===== config.mk =====
export PLATFORM = sky130hd
export DESIGN_NAME = active_time_window_meter_core
export DESIGN_NICKNAME = d
export VERILOG_FILES = /design/src/rtl/atwm_pkg.sv /design/src/rtl/atwm_front.sv /design/src/rtl/atwm_queue.sv /design/src/rtl/atwm_back.sv /design/src/rtl/active_time_window_meter_core.sv
export SDC_FILE = /design/constraint.sdc
export NUM_CORES = 2
export LEC_CHECK = 0
export CAP_MARGIN = 20
export CORE_ASPECT_RATIO = 1.75
export CORE_MARGIN = 5
export CORE_UTILIZATION = 50
export DETAILED_ROUTE_END_ITERATION = 10
export DONT_BUFFER_PORTS = 1
export GPL_TIMING_DRIVEN = 0
export SLEW_MARGIN = 20
export SYNTH_ARGS = -nofsm -noshare
export SYNTH_HDL_FRONTEND = slang
export SYNTH_HIERARCHICAL = 1
export SYNTH_SLANG_ARGS = --single-unit

===== constraint.sdc =====
create_clock -name clk -period 11 [get_ports clk]
set_input_delay 0.55 -clock clk [delete_from_list [all_inputs] [get_ports clk]]
set_output_delay 0.55 -clock clk [all_outputs]
set_load 0.01 [all_outputs]

===== src/rtl/atwm_pkg.sv =====
// shared types, codes and the weighted-minute function for the active time window meter
// no dependencies; imported by every module of the block
package atwm_pkg;

  localparam int STAMP_W = 34;
  localparam int MIN_W   = 32;
  localparam int DATA_W  = 64;
  localparam int ADDR_W  = 4;

  localparam logic [31:0] YEAR_MIN  = 32'd525960;
  localparam logic [31:0] MONTH_MIN = 32'd43800;
  localparam logic [31:0] DAY_MIN   = 32'd1440;
  localparam logic [31:0] HOUR_MIN  = 32'd60;

  // register select is paddr bit 3 (8-byte spacing)
  localparam logic REG_WINDOW_START = 1'b0;
  localparam logic REG_WINDOW_END   = 1'b1;

  typedef enum logic [1:0] {
    KIND_ON    = 2'd0,
    KIND_OFF   = 2'd1,
    KIND_OTHER = 2'd2
  } kind_t;

  typedef struct packed {
    logic             in_range;
    logic [1:0]       kind;
    logic             last;
    logic [MIN_W-1:0] stamp_min;
  } item_t;

  function automatic logic [MIN_W-1:0] weighted_minutes(input logic [STAMP_W-1:0] packed_stamp);
    logic [31:0] yr, mo, dy, hr, mi;
    yr = {18'd0, packed_stamp[33:20]};
    mo = {28'd0, packed_stamp[19:16]};
    dy = {27'd0, packed_stamp[15:11]};
    hr = {27'd0, packed_stamp[10:6]};
    mi = {26'd0, packed_stamp[5:0]};
    return 32'(YEAR_MIN * yr) + 32'(MONTH_MIN * mo) + 32'(DAY_MIN * dy)
           + 32'(HOUR_MIN * hr) + mi;
  endfunction

endpackage


===== src/rtl/atwm_front.sv =====
// front stage: takes event words, packs the stamp, checks the window and weights the stamp
// depends on atwm_pkg
module atwm_front (
  input  logic                           clk,
  input  logic                           rst,
  input  logic                           in_valid,
  output logic                           in_stall,
  input  logic [13:0]                    stamp_year,
  input  logic [3:0]                     stamp_month,
  input  logic [4:0]                     stamp_day,
  input  logic [4:0]                     stamp_hour,
  input  logic [5:0]                     stamp_minute,
  input  logic [1:0]                     event_kind,
  input  logic                           last_entry,
  input  logic [atwm_pkg::STAMP_W-1:0]   window_start,
  input  logic [atwm_pkg::STAMP_W-1:0]   window_end,
  output logic                           item_valid,
  output atwm_pkg::item_t                item,
  input  logic                           item_stall
);
  import atwm_pkg::*;

  logic [STAMP_W-1:0] stamp;
  logic               take;

  assign stamp    = {stamp_year, stamp_month, stamp_day, stamp_hour, stamp_minute};
  assign in_stall = item_valid && item_stall;
  assign take     = in_valid && !in_stall;

  always_ff @(posedge clk) begin
    if (rst) begin
      item_valid <= 1'b0;
    end else if (take) begin
      item_valid <= 1'b1;
    end else if (!item_stall) begin
      item_valid <= 1'b0;
    end
  end

  always_ff @(posedge clk) begin
    if (take) begin
      item.in_range  <= (stamp >= window_start) && (stamp <= window_end);
      item.kind      <= event_kind;
      item.last      <= last_entry;
      item.stamp_min <= weighted_minutes(stamp);
    end
  end

endmodule


===== src/rtl/atwm_queue.sv =====
// two-entry queue between the front and back stages
// depends on atwm_pkg
module atwm_queue (
  input  logic            clk,
  input  logic            rst,
  input  logic            push_valid,
  output logic            push_stall,
  input  atwm_pkg::item_t push_item,
  output logic            pop_valid,
  output atwm_pkg::item_t pop_item,
  input  logic            pop_stall
);
  import atwm_pkg::*;

  item_t       entries [2];
  logic        wr_ptr;
  logic        rd_ptr;
  logic [1:0]  count;
  logic        push;
  logic        pop;

  assign push_stall = (count == 2'd2);
  assign pop_valid  = (count != 2'd0);
  assign pop_item   = entries[rd_ptr];
  assign push       = push_valid && !push_stall;
  assign pop        = pop_valid && !pop_stall;

  always_ff @(posedge clk) begin
    if (rst) begin
      wr_ptr <= 1'b0;
      rd_ptr <= 1'b0;
      count  <= 2'd0;
    end else begin
      if (push) wr_ptr <= !wr_ptr;
      if (pop)  rd_ptr <= !rd_ptr;
      case ({push, pop})
        2'b10:   count <= count + 2'd1;
        2'b01:   count <= count - 2'd1;
        default: count <= count;
      endcase
    end
  end

  always_ff @(posedge clk) begin
    if (push) entries[wr_ptr] <= push_item;
  end

endmodule


===== src/rtl/atwm_back.sv =====
// back stage: on/off tracking, minute accumulation and the result register
// depends on atwm_pkg
module atwm_back (
  input  logic                         clk,
  input  logic                         rst,
  input  logic                         item_valid,
  input  atwm_pkg::item_t              item,
  output logic                         item_stall,
  input  logic [atwm_pkg::MIN_W-1:0]   start_min,
  input  logic [atwm_pkg::MIN_W-1:0]   end_min,
  output logic                         out_valid,
  input  logic                         out_stall,
  output logic                         in_window,
  output logic                         event_taken,
  output logic                         total_valid,
  output logic signed [31:0]           active_minutes
);
  import atwm_pkg::*;

  typedef enum logic [1:0] {
    PH_FRESH,
    PH_ON,
    PH_OFF
  } phase_t;

  phase_t           phase;
  phase_t           phase_next;
  logic [MIN_W-1:0] ref_min;
  logic [MIN_W-1:0] ref_next;
  logic [MIN_W-1:0] total;
  logic [MIN_W-1:0] total_mid;
  logic [MIN_W-1:0] total_next;
  logic [MIN_W-1:0] ref_used;
  logic [MIN_W-1:0] end_ref;
  logic             take_on;
  logic             take_off;
  logic             pop;

  assign item_stall = out_valid && out_stall;
  assign pop        = item_valid && !item_stall;

  always_comb begin
    take_on    = item.in_range && (item.kind == KIND_ON)  && (phase != PH_ON);
    take_off   = item.in_range && (item.kind == KIND_OFF) && (phase != PH_OFF);
    ref_used   = (phase == PH_FRESH) ? start_min : ref_min;
    total_mid  = take_off ? total + (item.stamp_min - ref_used) : total;
    phase_next = take_on ? PH_ON : (take_off ? PH_OFF : phase);
    end_ref    = take_on ? item.stamp_min : ref_used;
    ref_next   = take_on ? item.stamp_min : ref_min;
    // still on at the final entry: count up to the window end
    total_next = (item.last && phase_next == PH_ON) ? total_mid + (end_min - end_ref)
                                                    : total_mid;
  end

  always_ff @(posedge clk) begin
    if (rst) begin
      phase     <= PH_FRESH;
      ref_min   <= '0;
      total     <= '0;
      out_valid <= 1'b0;
    end else if (pop) begin
      out_valid <= 1'b1;
      if (item.last) begin
        phase   <= PH_FRESH;
        ref_min <= '0;
        total   <= '0;
      end else begin
        phase   <= phase_next;
        ref_min <= ref_next;
        total   <= total_next;
      end
    end else if (!out_stall) begin
      out_valid <= 1'b0;
    end
  end

  always_ff @(posedge clk) begin
    if (pop) begin
      in_window      <= item.in_range;
      event_taken    <= take_on || take_off;
      total_valid    <= item.last;
      active_minutes <= $signed(total_next);
    end
  end

endmodule


===== src/rtl/active_time_window_meter_core.sv =====
// active time window meter: each event goes front register, queue, back result register
// one event word per cycle while out_stall is low; the back stage next state is combinational
// the two-entry queue lets the front keep taking words through a short output stall
// rst (synchronous) clears the window registers to 0, the queue and the on/off tracking
// window weights are registered, settling the cycle after a window register takes a write
// depends on atwm_pkg, atwm_front, atwm_queue, atwm_back
module active_time_window_meter_core (
  input  logic                          clk,
  input  logic                          rst,
  input  logic                          psel,
  input  logic                          penable,
  input  logic                          pwrite,
  input  logic [atwm_pkg::ADDR_W-1:0]   paddr,
  input  logic [atwm_pkg::DATA_W-1:0]   pwdata,
  output logic [atwm_pkg::DATA_W-1:0]   prdata,
  output logic                          pready,
  input  logic                          in_valid,
  output logic                          in_stall,
  input  logic [13:0]                   stamp_year,
  input  logic [3:0]                    stamp_month,
  input  logic [4:0]                    stamp_day,
  input  logic [4:0]                    stamp_hour,
  input  logic [5:0]                    stamp_minute,
  input  logic [1:0]                    event_kind,
  input  logic                          last_entry,
  output logic                          out_valid,
  input  logic                          out_stall,
  output logic                          in_window,
  output logic                          event_taken,
  output logic                          total_valid,
  output logic signed [31:0]            active_minutes
);
  import atwm_pkg::*;

  logic [STAMP_W-1:0] window_start;
  logic [STAMP_W-1:0] window_end;
  logic [MIN_W-1:0]   start_min;
  logic [MIN_W-1:0]   end_min;
  logic               cfg_write;
  logic               front_valid;
  item_t              front_item;
  logic               front_stall;
  logic               back_valid;
  item_t              back_item;
  logic               back_stall;

  assign pready    = 1'b1;
  assign cfg_write = psel && penable && pwrite && pready;

  always_ff @(posedge clk) begin
    if (rst) begin
      window_start <= '0;
      window_end   <= '0;
    end else if (cfg_write) begin
      unique case (paddr[3])
        REG_WINDOW_START: window_start <= pwdata[STAMP_W-1:0];
        REG_WINDOW_END:   window_end   <= pwdata[STAMP_W-1:0];
        default:          window_start <= window_start;
      endcase
    end
  end

  always_comb begin
    unique case (paddr[3])
      REG_WINDOW_START: prdata = {{(DATA_W-STAMP_W){1'b0}}, window_start};
      REG_WINDOW_END:   prdata = {{(DATA_W-STAMP_W){1'b0}}, window_end};
      default:          prdata = '0;
    endcase
  end

  // window bounds in weighted minutes, kept off the event path
  always_ff @(posedge clk) begin
    start_min <= weighted_minutes(window_start);
    end_min   <= weighted_minutes(window_end);
  end

  atwm_front u_front (
    .clk          (clk),
    .rst          (rst),
    .in_valid     (in_valid),
    .in_stall     (in_stall),
    .stamp_year   (stamp_year),
    .stamp_month  (stamp_month),
    .stamp_day    (stamp_day),
    .stamp_hour   (stamp_hour),
    .stamp_minute (stamp_minute),
    .event_kind   (event_kind),
    .last_entry   (last_entry),
    .window_start (window_start),
    .window_end   (window_end),
    .item_valid   (front_valid),
    .item         (front_item),
    .item_stall   (front_stall)
  );

  atwm_queue u_queue (
    .clk        (clk),
    .rst        (rst),
    .push_valid (front_valid),
    .push_stall (front_stall),
    .push_item  (front_item),
    .pop_valid  (back_valid),
    .pop_item   (back_item),
    .pop_stall  (back_stall)
  );

  atwm_back u_back (
    .clk            (clk),
    .rst            (rst),
    .item_valid     (back_valid),
    .item           (back_item),
    .item_stall     (back_stall),
    .start_min      (start_min),
    .end_min        (end_min),
    .out_valid      (out_valid),
    .out_stall      (out_stall),
    .in_window      (in_window),
    .event_taken    (event_taken),
    .total_valid    (total_valid),
    .active_minutes (active_minutes)
  );

endmodule

* After elaboration in Yosys (flattened, before gate mapping)
Memory sizes are Yosys's and may differ from the RTL's. A register that Yosys moved wholly into a read port is not among the register bits.
Index checks and enable logic that the tools add are counted.
W data, S select, Z words.
** Word-level totals
- Register bits :: 275
- RAM bits :: 72
- Word-level logic and storage cells :: 110
- Memories :: 1
** Operators by class
- Add/subtract/negate cells :: 18
- Multipliers :: 12
- $lt $le $gt $ge :: 2
- Eq/ne operators :: 9
- Muxes and demuxes :: 20
- Bitwise gates (word level) :: 1
- Reductions and logical operators :: 27
** Memory list
- u_queue.entries :: words 2, bits a word 36, rd ports 1, clocked after memory_dff 1, wr ports 1, RTL line atwm_queue.sv:15 : item_t entries [2];
** Operators with widths (count)
- $mux W32 :: 7
- $pmux W64 S2 :: 1
- $add A32 B11 Y32 :: 3
- $add A32 B16 Y32 :: 3
- $add A32 B20 Y32 :: 3
- $add A32 B6 Y32 :: 3
- $mul A17 B14 Y29 const A :: 3
- $add A32 B32 Y32 :: 2
- $sub A32 B32 Y32 :: 2
- $mul A13 B4 Y17 const A :: 3
- $ge A34 B34 Y1 :: 1
- $le A34 B34 Y1 :: 1
- $mul A6 B5 Y11 const A :: 3
- $mul A4 B5 Y9 const A :: 3
- $logic_and A1 B1 Y1 :: 13
- $mux W1 :: 8
- $eq A2 B1 Y1 const B :: 3
- $mux W2 :: 3
- $reduce_and A2 Y1 :: 3
- $reduce_bool A2 Y1 :: 3
- $logic_not A1 Y1 :: 5
- $eq A2 B2 Y1 const B :: 2
- $logic_not A2 Y1 :: 2
- $ne A2 B1 Y1 const B :: 2
- 6 further kinds :: 7

* Depth between registers and ports, before layout
- Depth in word-level cells :: 9
- Mapped depth :: 30

* Modules after synthesis
The synthesis kept the hierarchy.
** Modules (own cells, without submodules)
- active_time_window_meter_core :: instances 1, cells each 1839, area each 16610.9 um2
- atwm_back :: instances 1, cells each 1130, area each 9668.0 um2
- atwm_front :: instances 1, cells each 978, area each 9068.7 um2
- atwm_queue :: instances 1, cells each 140, area each 2816.5 um2

* Worst setup path before layout
No wires, ideal clock.
- Kind :: input to register
- From :: input port stamp_year[3]
- To :: register u_front/item[31] (netlist bit), data pin
- Setup time :: 0.261 ns
- Data arrival time :: 6.675 ns
- Data required time :: 10.739 ns
- Setup slack :: 4.064 ns
- Cell stages on the path :: 28
- Buffers on the path :: 0
- Cells stage by stage :: inv_1 ha_1 inv_1 ha_1 ha_1 inv_1 fa_1 fa_1 inv_1 ha_1 ha_1 inv_1 a221oi_4 a21boi_0 xor2_1 fa_1 inv_1 ha_1 ha_1 ha_1 nand4_1 or2_1 a2111oi_2 o31ai_1 a21oi_1 nand4_1 nor4_2 xnor2_1
** Between the ends
- Word-level cells in the longest chain between the ends :: 5
** RTL lines
- from (decl) :: RTL line active_time_window_meter_core.sv:19 : input logic [13:0] stamp_year,
- $mul A17 B14 Y29 :: RTL line atwm_pkg.sv:39 : return 32'(YEAR_MIN * yr) + 32'(MONTH_MIN * mo) + 32'(DAY_MIN * dy)
- $add A32 B20 Y32 :: RTL line atwm_pkg.sv:39
- $add A32 B16 Y32 :: RTL line atwm_pkg.sv:39
- $add A32 B11 Y32 :: RTL line atwm_pkg.sv:40 : + 32'(HOUR_MIN * hr) + mi;
- $add A32 B6 Y32 :: RTL line atwm_pkg.sv:40
- to (decl) :: RTL line atwm_front.sv:18 : output atwm_pkg::item_t item,
Every way passes these cells.
A chain may end at the register's enable or synchronous reset.

* Final worst setup path
- From :: register u_back.phase[1]
- To :: register u_back.active_minutes[28], data pin
** Between the ends
- Word-level cells in the longest chain between the ends :: 7
- Elaborated cells between the ends (all ways) :: 17
- Those cells by class :: 4 x add/sub; 3 x eq/ne; 6 x mux; 4 x reduce/logical
** RTL lines
- from (decl) :: RTL line atwm_back.sv:26 : phase_t phase;
- from (signal assigned) :: RTL line atwm_back.sv:68 : phase <= phase_next;
- $logic_not A2 Y1 or $ne A2 B2 Y1 (tied branches) :: RTL line atwm_back.sv:45, atwm_back.sv:44
- $mux W32 or $logic_and A1 B1 Y1 (tied branches) :: RTL line atwm_back.sv:45, atwm_back.sv:44
- $sub A32 B32 Y32 or $mux W2 (tied branches) :: RTL line atwm_back.sv:46, atwm_back.sv:47
- $add A32 B32 Y32 or $mux W2 (tied branches) :: RTL line atwm_back.sv:46, atwm_back.sv:47
- $mux W32 or $eq A2 B1 Y1 (tied branches) :: RTL line atwm_back.sv:46, atwm_back.sv:51
- $add A32 B32 Y32 or $logic_and A1 B1 Y1 (tied branches) :: RTL line atwm_back.sv:51 : total_next = (item.last && phase_next == PH_ON) ? total_mid + (end_min - end_ref)
- $mux W32 * :: RTL line atwm_back.sv:51
- named net u_back.total_next[28] :: RTL line atwm_back.sv:32 : logic [MIN_W-1:0] total_next;
- to (signal assigned) :: RTL line atwm_back.sv:82 : active_minutes <= $signed(total_next);
- to (decl) :: RTL line atwm_back.sv:16 : output logic signed [31:0] active_minutes
The timed path passes the listed nets; every way through them passes the cells marked *.

==> flow_metrics.env <==
export IMPL_status="completed"
export IMPL_cts_setup_buffers=0
export IMPL_grt_overflow=0
export IMPL_worst_path_buf_inv=2
export IMPL_hold_depth=1
export IMPL_relSlewSlack_pct=26.02
export IMPL_die_x_um=218.8
export IMPL_p_comb_share_pct=67.1
export IMPL_insertion_delay_ps=580
export IMPL_hold_path_class="input port to register"
export IMPL_initial_utilization_pct=50.25
export IMPL_finalNetCount=5237
export IMPL_clockPowerShare_pct=13.0
export IMPL_clk_pin_slew_ps=70
export IMPL_p_total_w=0.009691
export IMPL_async_flop_share_pct=0
export IMPL_vias=29100
export IMPL_drcViolationCount=0
export IMPL_switching_share_pct=47.76
export IMPL_rsz0062_at_grt="false"
export IMPL_critPathMaxStageDelay_ps=840
export IMPL_slowest_stage="nor2_1"
export IMPL_hpwl_um=96040
export IMPL_clockBufferDepth=3
export IMPL_mostFrequentLayoutCell="ha_1"
export IMPL_coreArea_um2=75950
export IMPL_skew_ps=35.00
export IMPL_p_switching_w=0.004629
export IMPL_arrival_ps=8790
export IMPL_place_gp_congestion=0.9524
export IMPL_tightestPinTransition_ps=1106
export IMPL_die_height_um=375.5
export IMPL_grt_use_total_pct=26.75
export IMPL_cts_sinks=348
export IMPL_cts_tree="done"
export IMPL_slew_viol_final=0
export IMPL_first_pass_iters=6
export IMPL_worstPathCellList="nor2_1 -> clkbuf_1 -> buf_2 -> mux2i_1 -> fa_1 -> fa_1 -> a21oi_1 -> o22ai_1 -> o21ai_2 -> o21ai_0 -> o221ai_1 -> xor2_1 -> o21ai_0 -> fa_1 -> ha_1 -> a21o_1 -> a21o_1 -> o2bb2ai_1 -> a31oi_1 -> o21ai_2 -> and4_1 -> nor4_1 -> o21ai_0"
export IMPL_cp_end_kind="register"
export IMPL_worst_ir_drop_vdd_mv=0.2791
export IMPL_antenna_found_initial=2
export IMPL_final_cells=5206
export IMPL_grt_first_pass_wirelength_um=169000
export IMPL_fill_cells=7212
export IMPL_crit_required_ps=11290
export IMPL_synth_cell_type_count=111
export IMPL_p_int_w=0.005062
export IMPL_dp_cells=5140
export IMPL_post_route_period_util_pct=77.29
export IMPL_ioPinCount=214
export IMPL_power_frac_seq_pct=19.9
export IMPL_synthToLayoutAreaGrowth_pct=7.013
export IMPL_numPortBuffers=0
export IMPL_ys_flop_type="dfxtp_1"
export IMPL_fmax_mhz=117.6
export IMPL_antennaDiodeCount=0
export IMPL_vias_per_cell=5.589
export IMPL_finalSetupViolCount=0
export IMPL_finalHoldViolCount=0
export IMPL_first_global_vias=29660
export IMPL_hold_buffers=0
export IMPL_syn_area_um2=38160
export IMPL_p_per_area_nw_per_um2=237.3
export IMPL_maxCapViolCount=0
export IMPL_cts_root_buf="clkbuf_16"
export IMPL_wl_um=110800
export IMPL_ys_warn_count=6
export IMPL_avgSynthCellArea_um2=9.338
export IMPL_rows=134
export IMPL_ant_nets=0
export IMPL_fin_crit_ps=8502
export IMPL_worstSetupPathDepth=23
export IMPL_start_kind="register"
export IMPL_ys_seq_area_share_pct=22.01
export IMPL_ff2ff_path_depth=23
export IMPL_cts_inserted_buffers=37
export IMPL_critPathKind="register to register"
export IMPL_synth_edf_count=143
export IMPL_grt_max_degree=34
export IMPL_cts_resized=0
export IMPL_critical_path_peak_fanout=10
export IMPL_drtIter0Drc=1426
export IMPL_dieArea_um2=82170
export IMPL_wl_per_cell_um=21.29
export IMPL_final_cell_mix="ha_1 (739), inv_1 (516), nand2_1 (331), a21oi_1 (292), fa_1 (227)"
export IMPL_syn_inst=4087
export IMPL_h_tree_depth=2
export IMPL_final_layout_size_suffix_gt1_share_pct=6.474
export IMPL_ys_ff_latch=348
export IMPL_crit_family="compound AO/OA/AOI/OAI gates"
export IMPL_p_leak_nw=20.08
export IMPL_finalSetupTns_ps=0
-- cell usage after synthesis, types with 8 or more instances --
| master | n | area share [%] |
|---|---|---|
| a211o_1 | 11 | 0.25 |
| a211oi_1 | 17 | 0.33 |
| a21boi_0 | 11 | 0.22 |
| a21o_1 | 114 | 2.2 |
| a21oi_1 | 292 | 3.8 |
| a22oi_1 | 55 | 1.1 |
| a311oi_1 | 9 | 0.21 |
| a31o_2 | 13 | 0.30 |
| a31oi_1 | 22 | 0.36 |
| and2_1 | 13 | 0.21 |
| and3_1 | 27 | 0.44 |
| buf_2 | 14 | 0.18 |
| buf_4 | 33 | 0.65 |
| clkbuf_1 | 82 | 0.81 |
| dfxtp_1 | 205 | 11 |
| edfxtp_1 | 143 | 11 |
| fa_1 | 227 | 12 |
| ha_1 | 739 | 24 |
| inv_1 | 518 | 5.1 |
| mux2_2 | 74 | 2.2 |
| mux2i_1 | 26 | 0.68 |
| nand2_1 | 331 | 3.3 |
| nand2b_1 | 33 | 0.54 |
| nand3_1 | 53 | 0.70 |
| nand3b_1 | 8 | 0.16 |
| nand4_1 | 38 | 0.62 |
| nor2_1 | 210 | 2.1 |
| nor2b_1 | 29 | 0.48 |
| nor3_1 | 34 | 0.45 |
| nor4_1 | 9 | 0.15 |
| o211ai_1 | 33 | 0.65 |
| o21a_1 | 35 | 0.69 |
| o21ai_0 | 167 | 2.2 |
| o21ai_1 | 10 | 0.13 |
| o21bai_1 | 34 | 0.67 |
| o31ai_1 | 15 | 0.30 |
| or3_1 | 18 | 0.30 |
| xnor2_1 | 138 | 3.2 |
| xor2_1 | 86 | 2.0 |
-- sequential cells by signal, summed over array words and instances (netlist names), named ones only --
signal and cells:
window_start 34, u_back/out_valid 1, u_queue/count 2, window_end 34
end_min 32, u_front/item_valid 1, u_front/item 36, start_min 32
u_back/ref_min 32, u_back/total_valid 1, u_back/total 32, u_queue/wr_ptr 1
u_queue/rd_ptr 1, u_back/phase 2, u_back/in_window 1, u_back/active_minutes 32
u_queue/entries 72, u_back/event_taken 1
-- layer usage --
| metal | wire [µm] | GRT usage (%) |
|---|---|---|
| met5 | 0 | 0 |
| met4 | 7773 | 14.98 |
| met3 | 4148 | 3.440 |
| met2 | 59550 | 51.42 |
| met1 | 39370 | 27.38 |
-- power groups by stage --
stage                     logic (W)  clock network, W  registers, W
after floorplan             0.00495                 0       0.00189
after global placement      0.00639                 0       0.00196
after detailed placement    0.00646                 0       0.00196
after CTS                   0.00652           0.00129       0.00193
after global routing        0.00731           0.00134       0.00195
final                       0.00651           0.00126       0.00192
-- final cells by class --
cell class              count  area [µm²]  share of cell area (%)
plain buffers             137       670.6                   1.642
clock buffers              44        1015                   2.485
clock inverters            22       181.4                  0.4442
inverters                 519        1948                   4.770
multi-input cells        3112       27270                   66.78
flip-flops and latches    348        8398                   20.56
well taps                1020        1276                   3.125
repair buffers              4       80.08                  0.1961
-- per-stage QoR --
stage	hold slack, ps	utilization (%)	setup slack (ps)	cell area, µm²
floorplan	360.6	-	4064	38270
global placement	422.5	52.07	2603	39550
detailed placement	432.1	52.20	2581	39640
CTS	11.34	53.77	2574	40840
global route	26.31	53.77	2263	40840
finish	50.21	53.77	2498	40840
-- worst paths after layout --
kind	from	to	slack, ps
worst max-delay path	u_back/phase[1]	u_back/active_minutes[28]	2500
worst min-delay path	rst	u_queue/rd_ptr	50
worst max register to register	u_back/phase[1]	u_back/active_minutes[28]	2500
worst min register to register	u_front/item[28]	u_queue/entries[1][28]	440
-- logic make-up (layout without fill, tap and decap cells) --
kind of cell,after synthesis,count (layout),share of synthesized area [%]
xor gates and xnor gates,226,226,5.255
and+or+nand+nor,852,852,10.50
buffers and inverters,656,726,6.862
muxes,100,100,2.865
other,2,31,0.01968
DFF,348,348,22.01
AOI/OAI and AO/OA,937,937,16.35
adders and majority gates,966,966,36.14
(Power assumes the default switching activity.)
